<file path="config.mk">
export PLATFORM = sky130hd
export DESIGN_NAME = coordinate_frame_parser_unit
export DESIGN_NICKNAME = d
export VERILOG_FILES = /design/src/hw/rtl/cfp_pkg.sv /design/src/hw/rtl/coordinate_frame_parser_unit.sv /design/src/hw/rtl/cfp_front.sv /design/src/hw/rtl/cfp_fifo.sv /design/src/hw/rtl/cfp_back.sv
export SDC_FILE = /design/constraint.sdc
export NUM_CORES = 1
export LEC_CHECK = 0
export ABC_AREA = 1
export BUFFER_PORTS_ARGS = -buffer_cell sky130_fd_sc_hd__buf_2
export CAP_MARGIN = 30
export CELL_PAD_IN_SITES_DETAIL_PLACEMENT = 0
export CELL_PAD_IN_SITES_GLOBAL_PLACEMENT = 1
export CORE_AREA = 2 2 172 174
export DETAILED_ROUTE_END_ITERATION = 8
export DIE_AREA = 0 0 174 176
export GPL_TIMING_DRIVEN = 0
export PLACE_DENSITY = 0.91
export SYNTH_ARGS = -nofsm -noshare
export SYNTH_HDL_FRONTEND = slang
export SYNTH_HIERARCHICAL = 1
export SYNTH_SLANG_ARGS = --single-unit
</file>
<file path="constraint.sdc">
create_clock -name aclk -period 17.3 [get_ports aclk]
set_input_delay 2.595 -clock aclk [delete_from_list [all_inputs] [get_ports aclk]]
set_output_delay 2.595 -clock aclk [all_outputs]
set_load 0.05 [all_outputs]
</file>
<file path="src/hw/rtl/cfp_pkg.sv">
// ---------------------------------------------------------------------------
// cfp_pkg: shared types and constants of the coordinate frame parser
// Frame character codes, value limits and the queue status bundle.
// ---------------------------------------------------------------------------
package cfp_pkg;

    localparam int BYTE_W  = 8;
    localparam int VALUE_W = 10;
    localparam int OUT_W   = 24;

    localparam logic [BYTE_W-1:0] CH_HEAD = 8'h40;  // '@'
    localparam logic [BYTE_W-1:0] CH_SEP  = 8'h2A;  // '*'
    localparam logic [BYTE_W-1:0] CH_END  = 8'h24;  // '$'
    localparam logic [BYTE_W-1:0] CH_TAIL = 8'h23;  // '#'
    localparam logic [BYTE_W-1:0] CH_ZERO = 8'h30;  // '0'
    localparam logic [BYTE_W-1:0] CH_NINE = 8'h39;  // '9'

    localparam logic [VALUE_W-1:0] VALUE_MAX = 10'd1023;

    typedef struct packed {
        logic full;
        logic empty;
    } q_status_t;

endpackage

</file>
<file path="src/hw/rtl/coordinate_frame_parser_unit.sv">
// ---------------------------------------------------------------------------
// coordinate_frame_parser_unit: coordinate frame parser
// Parses '@' X '*' Y '$' C '#' frames and reports one result per frame.
// ---------------------------------------------------------------------------
// Takes one received byte per cycle and gives one result word for each '#'
// that closes a frame. The frame record is written into a two-entry queue
// at the edge that takes the '#', and the evaluator loads its output
// register from the queue head once that register is empty or its word is
// being taken. Input is throttled only when that queue is full, which needs
// the output to stall across three whole frames (one in the output register,
// two in the queue). A word holds the pass flag of the frame, the held X and
// Y coordinates (updated only by frames that pass the length and check byte
// tests) and the seen flag, which is cleared by a passing frame whose
// coordinates are both zero.
module coordinate_frame_parser_unit #(
    parameter int FIELD_DIGITS = 3
) (
    input  logic                          aclk,
    input  logic                          aresetn,
    input  logic                          s_tvalid,
    output logic                          s_tready,
    input  logic [cfp_pkg::BYTE_W-1:0]    s_tdata,   // [7:0] rx_byte
    output logic                          m_tvalid,
    input  logic                          m_tready,
    // [0] frame_ok, [10:1] x_value, [20:11] y_value, [21] target_seen, [23:22] zero
    output logic [cfp_pkg::OUT_W-1:0]     m_tdata
);

    localparam int FIELD_W = FIELD_DIGITS * cfp_pkg::BYTE_W;
    localparam int REC_W   = 1 + 2 * FIELD_W + cfp_pkg::BYTE_W;

    cfp_pkg::q_status_t                           q_stat;
    logic                                         push;
    logic                                         pop;
    logic                                         f_len_ok;
    logic [FIELD_DIGITS-1:0][cfp_pkg::BYTE_W-1:0] f_x_chars, f_y_chars;
    logic [cfp_pkg::BYTE_W-1:0]                   f_check;
    logic [REC_W-1:0]                             rec_in, rec_out;
    logic                                         b_len_ok;
    logic [FIELD_DIGITS-1:0][cfp_pkg::BYTE_W-1:0] b_x_chars, b_y_chars;
    logic [cfp_pkg::BYTE_W-1:0]                   b_check;

    cfp_front #(
        .FIELD_DIGITS(FIELD_DIGITS)
    ) u_front (
        .aclk       (aclk),
        .aresetn    (aresetn),
        .s_tvalid   (s_tvalid),
        .s_tready   (s_tready),
        .s_tdata    (s_tdata),
        .q_stat     (q_stat),
        .push       (push),
        .len_ok     (f_len_ok),
        .x_chars    (f_x_chars),
        .y_chars    (f_y_chars),
        .check_byte (f_check)
    );

    assign rec_in = {f_len_ok, f_x_chars, f_y_chars, f_check};

    cfp_fifo #(
        .WIDTH(REC_W)
    ) u_fifo (
        .aclk      (aclk),
        .aresetn   (aresetn),
        .push      (push),
        .push_data (rec_in),
        .pop       (pop),
        .pop_data  (rec_out),
        .q_stat    (q_stat)
    );

    assign {b_len_ok, b_x_chars, b_y_chars, b_check} = rec_out;

    cfp_back #(
        .FIELD_DIGITS(FIELD_DIGITS)
    ) u_back (
        .aclk       (aclk),
        .aresetn    (aresetn),
        .q_stat     (q_stat),
        .pop        (pop),
        .len_ok     (b_len_ok),
        .x_chars    (b_x_chars),
        .y_chars    (b_y_chars),
        .check_byte (b_check),
        .m_tvalid   (m_tvalid),
        .m_tready   (m_tready),
        .m_tdata    (m_tdata)
    );

`ifndef SYNTHESIS
    // a passing frame with both coordinates zero clears the seen flag
    a_seen_clear: assert property (@(posedge aclk) disable iff (!aresetn)
        (m_tvalid && m_tdata[0] && m_tdata[20:1] == 20'd0) |-> !m_tdata[21])
        else $error("seen flag set after all-zero frame");

    // a passing frame with a nonzero coordinate sets the seen flag
    a_seen_set: assert property (@(posedge aclk) disable iff (!aresetn)
        (m_tvalid && m_tdata[0] && m_tdata[20:1] != 20'd0) |-> m_tdata[21])
        else $error("seen flag clear after nonzero frame");

    // the queue never reports full and empty together
    a_queue_state: assert property (@(posedge aclk) disable iff (!aresetn)
        !(q_stat.full && q_stat.empty))
        else $error("queue status inconsistent");

    // a frame record is never pushed into a full queue
    a_no_overflow: assert property (@(posedge aclk) disable iff (!aresetn)
        push |-> !q_stat.full)
        else $error("frame record pushed into full queue");
`endif

endmodule

</file>
<file path="src/hw/rtl/cfp_front.sv">
// ---------------------------------------------------------------------------
// cfp_front: frame tracker
// Accepts bytes, follows the frame phases, buffers the field characters and
// the check byte, and pushes one frame record into the queue on each '#' that closes a frame.
// ---------------------------------------------------------------------------
module cfp_front #(
    parameter int FIELD_DIGITS = 3
) (
    input  logic                                          aclk,
    input  logic                                          aresetn,
    input  logic                                          s_tvalid,
    output logic                                          s_tready,
    input  logic [cfp_pkg::BYTE_W-1:0]                    s_tdata,
    input  cfp_pkg::q_status_t                            q_stat,
    output logic                                          push,
    output logic                                          len_ok,
    output logic [FIELD_DIGITS-1:0][cfp_pkg::BYTE_W-1:0]  x_chars,
    output logic [FIELD_DIGITS-1:0][cfp_pkg::BYTE_W-1:0]  y_chars,
    output logic [cfp_pkg::BYTE_W-1:0]                    check_byte
);

    localparam int CNT_W = $clog2(FIELD_DIGITS + 2);
    localparam logic [CNT_W-1:0] CNT_FULL = CNT_W'(FIELD_DIGITS);
    localparam logic [CNT_W-1:0] CNT_OVER = CNT_W'(FIELD_DIGITS + 1);

    localparam logic [1:0] PH_HEAD  = 2'd0;
    localparam logic [1:0] PH_X     = 2'd1;
    localparam logic [1:0] PH_Y     = 2'd2;
    localparam logic [1:0] PH_CHECK = 2'd3;

    logic [1:0]                                  phase_reg, phase_next;
    logic [CNT_W-1:0]                            x_count_reg, x_count_next;
    logic [CNT_W-1:0]                            y_count_reg, y_count_next;
    logic [cfp_pkg::BYTE_W-1:0]                  check_reg, check_next;
    logic [FIELD_DIGITS-1:0][cfp_pkg::BYTE_W-1:0] x_chars_reg, y_chars_reg;
    logic                                        accept;
    logic                                        x_put, y_put;

    assign s_tready = !q_stat.full;
    assign accept   = s_tvalid && s_tready;

    always_comb begin
        phase_next   = phase_reg;
        x_count_next = x_count_reg;
        y_count_next = y_count_reg;
        check_next   = check_reg;
        x_put        = 1'b0;
        y_put        = 1'b0;
        push         = 1'b0;
        if (accept) begin
            case (phase_reg)
                PH_HEAD: begin
                    if (s_tdata == cfp_pkg::CH_HEAD) begin
                        x_count_next = '0;
                        y_count_next = '0;
                        phase_next   = PH_X;
                    end
                end
                PH_X: begin
                    if (s_tdata == cfp_pkg::CH_SEP) begin
                        phase_next = PH_Y;
                    end else if (x_count_reg < CNT_FULL) begin
                        x_put        = 1'b1;
                        x_count_next = x_count_reg + 1'b1;
                    end else begin
                        x_count_next = CNT_OVER;
                    end
                end
                PH_Y: begin
                    if (s_tdata == cfp_pkg::CH_END) begin
                        phase_next = PH_CHECK;
                    end else if (y_count_reg < CNT_FULL) begin
                        y_put        = 1'b1;
                        y_count_next = y_count_reg + 1'b1;
                    end else begin
                        y_count_next = CNT_OVER;
                    end
                end
                PH_CHECK: begin
                    if (s_tdata == cfp_pkg::CH_TAIL) begin
                        push       = 1'b1;
                        phase_next = PH_HEAD;
                    end else begin
                        check_next = s_tdata;
                    end
                end
                default: begin
                    phase_next = PH_HEAD;
                end
            endcase
        end
    end

    always_ff @(posedge aclk) begin
        if (!aresetn) begin
            phase_reg   <= PH_HEAD;
            x_count_reg <= '0;
            y_count_reg <= '0;
            check_reg   <= '0;
        end else begin
            phase_reg   <= phase_next;
            x_count_reg <= x_count_next;
            y_count_reg <= y_count_next;
            check_reg   <= check_next;
        end
    end

    // store the character at the slot the count points to
    always_ff @(posedge aclk) begin
        for (int i = 0; i < FIELD_DIGITS; i++) begin
            if (x_put && x_count_reg == CNT_W'(i)) begin
                x_chars_reg[i] <= s_tdata;
            end
            if (y_put && y_count_reg == CNT_W'(i)) begin
                y_chars_reg[i] <= s_tdata;
            end
        end
    end

    assign len_ok     = (x_count_reg == CNT_FULL) && (y_count_reg == CNT_FULL);
    assign x_chars    = x_chars_reg;
    assign y_chars    = y_chars_reg;
    assign check_byte = check_reg;

endmodule

</file>
<file path="src/hw/rtl/cfp_fifo.sv">
// ---------------------------------------------------------------------------
// cfp_fifo: frame record queue
// Two-entry queue between the frame tracker and the evaluator.
// ---------------------------------------------------------------------------
module cfp_fifo #(
    parameter int WIDTH = 57
) (
    input  logic               aclk,
    input  logic               aresetn,
    input  logic               push,
    input  logic [WIDTH-1:0]   push_data,
    input  logic               pop,
    output logic [WIDTH-1:0]   pop_data,
    output cfp_pkg::q_status_t q_stat
);

    logic [1:0][WIDTH-1:0] mem;
    logic                  wr_ptr_reg, wr_ptr_next;
    logic                  rd_ptr_reg, rd_ptr_next;
    logic [1:0]            count_reg, count_next;
    logic                  do_push, do_pop;

    assign q_stat.full  = (count_reg == 2'd2);
    assign q_stat.empty = (count_reg == 2'd0);
    assign do_push      = push && !q_stat.full;
    assign do_pop       = pop && !q_stat.empty;

    always_comb begin
        wr_ptr_next = wr_ptr_reg ^ do_push;
        rd_ptr_next = rd_ptr_reg ^ do_pop;
        count_next  = count_reg + {1'b0, do_push} - {1'b0, do_pop};
    end

    always_ff @(posedge aclk) begin
        if (!aresetn) begin
            wr_ptr_reg <= 1'b0;
            rd_ptr_reg <= 1'b0;
            count_reg  <= 2'd0;
        end else begin
            wr_ptr_reg <= wr_ptr_next;
            rd_ptr_reg <= rd_ptr_next;
            count_reg  <= count_next;
        end
    end

    always_ff @(posedge aclk) begin
        if (do_push) begin
            mem[wr_ptr_reg] <= push_data;
        end
    end

    assign pop_data = mem[rd_ptr_reg];

endmodule

</file>
<file path="src/hw/rtl/cfp_back.sv">
// ---------------------------------------------------------------------------
// cfp_back: frame evaluator
// Verifies the check byte, converts the fields, keeps the held coordinates
// and the seen flag, and drives the registered result word.
// ---------------------------------------------------------------------------
module cfp_back #(
    parameter int FIELD_DIGITS = 3
) (
    input  logic                                          aclk,
    input  logic                                          aresetn,
    input  cfp_pkg::q_status_t                            q_stat,
    output logic                                          pop,
    input  logic                                          len_ok,
    input  logic [FIELD_DIGITS-1:0][cfp_pkg::BYTE_W-1:0]  x_chars,
    input  logic [FIELD_DIGITS-1:0][cfp_pkg::BYTE_W-1:0]  y_chars,
    input  logic [cfp_pkg::BYTE_W-1:0]                    check_byte,
    output logic                                          m_tvalid,
    input  logic                                          m_tready,
    output logic [cfp_pkg::OUT_W-1:0]                     m_tdata
);

    // leading-digit conversion; running value saturates at VALUE_MAX + 1
    function automatic logic [cfp_pkg::VALUE_W-1:0] to_value(
        input logic [FIELD_DIGITS-1:0][cfp_pkg::BYTE_W-1:0] chars
    );
        logic [10:0] v;
        logic [14:0] acc;
        logic        stop;
        v    = '0;
        stop = 1'b0;
        for (int i = 0; i < FIELD_DIGITS; i++) begin
            if (chars[i] < cfp_pkg::CH_ZERO || chars[i] > cfp_pkg::CH_NINE) begin
                stop = 1'b1;
            end
            if (!stop) begin
                acc = 15'(v) * 15'd10 + 15'(chars[i] - cfp_pkg::CH_ZERO);
                v   = (acc > 15'(cfp_pkg::VALUE_MAX)) ? 11'd1024 : acc[10:0];
            end
        end
        return (v > 11'(cfp_pkg::VALUE_MAX)) ? cfp_pkg::VALUE_MAX : v[9:0];
    endfunction

    logic [cfp_pkg::VALUE_W-1:0] x_held_reg, x_held_next;
    logic [cfp_pkg::VALUE_W-1:0] y_held_reg, y_held_next;
    logic                        seen_reg, seen_next;
    logic                        m_valid_reg, m_valid_next;
    logic                        ok_reg;
    logic                        ok;
    logic signed [10:0]          sum;
    logic [8:0]                  mag;
    logic [16:0]                 prod;
    logic [5:0]                  quo;
    logic [3:0]                  rem;
    logic [8:0]                  want;
    logic [cfp_pkg::VALUE_W-1:0] x_conv, y_conv;

    assign pop = !q_stat.empty && (!m_valid_reg || m_tready);

    // check digit: truncated remainder of (last X char + last Y char - 96) by 10, plus '0'
    always_comb begin
        sum  = $signed({3'b000, x_chars[FIELD_DIGITS-1]})
             + $signed({3'b000, y_chars[FIELD_DIGITS-1]}) - 11'sd96;
        mag  = sum[10] ? 9'(-sum) : sum[8:0];
        prod = 17'(mag) * 17'd205;
        quo  = prod[16:11];
        rem  = 4'(mag - 9'(quo) * 9'd10);
        want = sum[10] ? 9'(cfp_pkg::CH_ZERO) - 9'(rem)
                       : 9'(cfp_pkg::CH_ZERO) + 9'(rem);
        ok   = len_ok && ({1'b0, check_byte} == want);
    end

    assign x_conv = to_value(x_chars);
    assign y_conv = to_value(y_chars);

    always_comb begin
        x_held_next  = x_held_reg;
        y_held_next  = y_held_reg;
        seen_next    = seen_reg;
        m_valid_next = m_valid_reg && !m_tready;
        if (pop) begin
            m_valid_next = 1'b1;
            if (ok) begin
                x_held_next = x_conv;
                y_held_next = y_conv;
                seen_next   = (x_conv != '0) || (y_conv != '0);
            end
        end
    end

    always_ff @(posedge aclk) begin
        if (!aresetn) begin
            x_held_reg  <= '0;
            y_held_reg  <= '0;
            seen_reg    <= 1'b0;
            m_valid_reg <= 1'b0;
        end else begin
            x_held_reg  <= x_held_next;
            y_held_reg  <= y_held_next;
            seen_reg    <= seen_next;
            m_valid_reg <= m_valid_next;
        end
    end

    always_ff @(posedge aclk) begin
        if (pop) begin
            ok_reg <= ok;
        end
    end

    assign m_tvalid = m_valid_reg;
    assign m_tdata  = {2'b00, seen_reg, y_held_reg, x_held_reg, ok_reg};

endmodule
</file>
==> results.md <==
* Post-synth EDFFs at 163
* Post-CTS Setup Inserts at 0
* Maxcap violations at 0
* Synth Register Bits at 205
* Post-layout util at 58.69%
* Die Y-Extent at between 150 and 200 um
* GRT Overall Usage at 21.60%
* Post-route cell area at 16750 um2
* First-pass GRT wire length at 54.22 mm
* Pre-antenna DRT Iters at 5
* Initial Util at a little over half
* CTS max path bufs at 3
* Data required, critical path at 17700 ps
* Status: finished clean
* Io pins at 38
* Post-synthesis simple-gate area fraction at between 20% and 30%
* Most frequent cell after synthesis: nand2_1
* Rows at 62
* P&R area growth vs syn at 8.923%
* RSZ-0062 raised after global routing: false
* Total CTS buffers at 21
* Filler Cells Inserted at 2573
* # nets final at approximately 2k
* Reg power frac at 53.7%
* Clock network fraction of total power at 41.6%
* Grt ovf at 0
* Most numerous cell on the critical path: nand2_1
* Slew @ Worst Pin at just under 900 ps
* Final Critical Period at 10050 ps
* Adder-Cell Fraction of Synth Area at 18.42%
* Rel. slew slack at approximately 42%
* Setup crit end kind: flip-flop
* Complex-gate fraction of the synthesized area at 7.410%
* Drt first-iter violations at 656
* Detailed Route WL at roughly 33 mm
* Post-DR wirelength/cell at around 15 um
* Initial antenna violation count at 0
* Top post-synthesis cells by area: edfxtp_1 32%, ha_1 15%, nand2_1 8.0%
* Sw Share at 22.09%
* Max incr delay on CP at between 400 and 500 ps
* Synth async-reset ratio at 0%
* Final Setup Violations at 0
* Via count at 11.45k
* Max reg flops at approximately 110
* Max VDD drop at about 67 uV
* Crit path arrival time at 10450 ps
* Most used flip-flop cell after synthesis: edfxtp_1
* Post-Route Setup TNS at 0 ps
* Critical Path Fanout Max at 10
* Area of the die at approximately 30000 um2
* Sw Pwr at 0.0002189 W
* Largest area contributor in the netlist: edfxtp_1
* DR vias/cell at 5.143
* Vias in the first global route at 11.32k
* CTS tree: built
* Crit path kind: flip-flop to flip-flop
* Startpoint Class: flip-flop
* Mapped Area at about 15000 um2
* Antenna Cells at 0
* CTS Hold Bufs at 0
* I/O Buffers at 35
* Synth cell count leaders: 328 x nand2_1, 258 x inv_1, 198 x nor2_1, 188 x ha_1, 163 x edfxtp_1
* Lkg Pwr at 8.213 nW
* Yosys warns at 6
* Clock transition at path regs at 60 ps
* Largest family of logic cells by synthesized area: simple AND/OR/NAND/NOR gates
* Clk_skew at between 20 and 25 ps
* Area post-placement at 16130 um2
* Syn_area_per_cell at 8.770 um2
* DP HPWL at 25.63 mm
* Die Width at 174 um
* Sequential cell area at between 5000 and 6000 um2
* Hold crit path type: flip-flop to flip-flop
* Largest net degree at the start of global routing at 36
* Drt drc at 0
* Share of post-route cells with drive strength above 1 at 11.78%
* Post-synth top area share at between 30% and 40%
* P_int at 0.0007723 W
* Max Freq at 0.09954 GHz
* Combinational Power Share at 4.8%
* Core ar. at ~29000 um2
* TritonCTS Sinks at 205
* Mux contribution to synthesized area at 4.368%
* Htree depth at 1
* Final Cycle Share at 58.07%
* Xor/xnor cell area share of the yosys netlist at about 4.4%
* Final Hold Fails at 0
* Multi-input gate area at 8493 um2
* Yosys cell types at 60
* GPL Wtd Cong at 0.8962
* Sequential share of the synthesized area at 37.29%
* Cells after Synth at 1754
* Slew Viols, Final at 0
* Clk_lat worst skew at approximately 510 ps
* Crit-path slowest cell: fa_1
* CTS resizes at 0
* Post-route ant nets at 0
* Pwr dens at 59.16 nW/um2
* Clk root buf: clkbuf_16
final cells by class:
cell class,count,area share [%]
multi-input combinational,1264,50.69
sequential,205,34.23
inverter,276,6.213
clock buffer,26,3.248
tap,384,2.868
timing repair buffer,37,1.284
buffer,22,0.9932
clock inverter,12,0.4705
power by group through the flow:
| stage | sequential [W] | clock, W | combinational [W] |
|---|---|---|---|
| final | 0.000532 | 0.000412 | 0.0000472 |
| after global placement | 0.000542 | 0 | 0.0000458 |
| after floorplan | 0.000542 | 0 | 0.0000340 |
| after CTS | 0.000532 | 0.000422 | 0.0000469 |
| after global routing | 0.000532 | 0.000441 | 0.0000535 |
| after detailed placement | 0.000543 | 0 | 0.0000467 |
stage by stage:
step / hold slack (ps) / cells / setup WS (ps) / total power (W)
after global placement: 421.8 / 2186 / 7511 / 0.0005883
after global routing: 445.2 / 2226 / 6241 / 0.001027
after floorplan: 420.3 / 1767 / 9063 / 0.0005762
final: 435.7 / 2226 / 7254 / 0.0009913
after CTS: 437.9 / 2226 / 7240 / 0.001001
after detailed placement: 429.9 / 2188 / 7232 / 0.0005894
final timing paths:
| check | start | to | slack [ps] | cells after the start |
|---|---|---|---|---|
| worst max register to register | u_fifo/rd_ptr_reg | u_back/seen_reg | 7250 | 61 |
| worst min-delay path | u_front/y_chars[20] | u_fifo/mem[28] | 440 | 0 |
| worst max-delay path | u_fifo/rd_ptr_reg | u_back/seen_reg | 7250 | 61 |
| worst min register to register | u_front/y_chars[20] | u_fifo/mem[28] | 440 | 0 |
logic make-up after synthesis:
group / count (synthesis)
adders and majority gates: 212
and+or+nand+nor: 704
muxes: 57
other: 1
xor gates and xnor gates: 78
AOI/OAI and AO/OA: 199
DFF: 205
buffers and inverters: 298
routing by layer:
layer	up-vias	track usage, %	wire, um	part of all wire (%)
met5	-	0	0	0
met4	0	5.462	725	2.2
met3	52	2.326	1235	3.8
met2	204	37.33	15210	46
met1	5242	29.16	15670	48
li1	5950	-	-	-
worst max-delay path, delay by kind of cell (launching register included):
kind,cells,cell delay [ps]
fa+ha+maj,8,2410
flops,1,320
mux,1,400
simple gates,30,3360
xor+xnor,2,320
compound gates,10,2000
buf+inv,10,1140
cells in the final DEF, fill, tap and decap left out, types with 42 or more instances in the layout:
| cell | instances |
|---|---|
| nor2_1 | 198 |
| xor2_1 | 48 |
| inv_1 | 261 |
| mux2_2 | 49 |
| edfxtp_1 | 163 |
| ha_1 | 186 |
| nand3_1 | 74 |
| dfxtp_1 | 42 |
| a21oi_1 | 81 |
| nand2_1 | 328 |
Power figures use the tool's default switching activity.
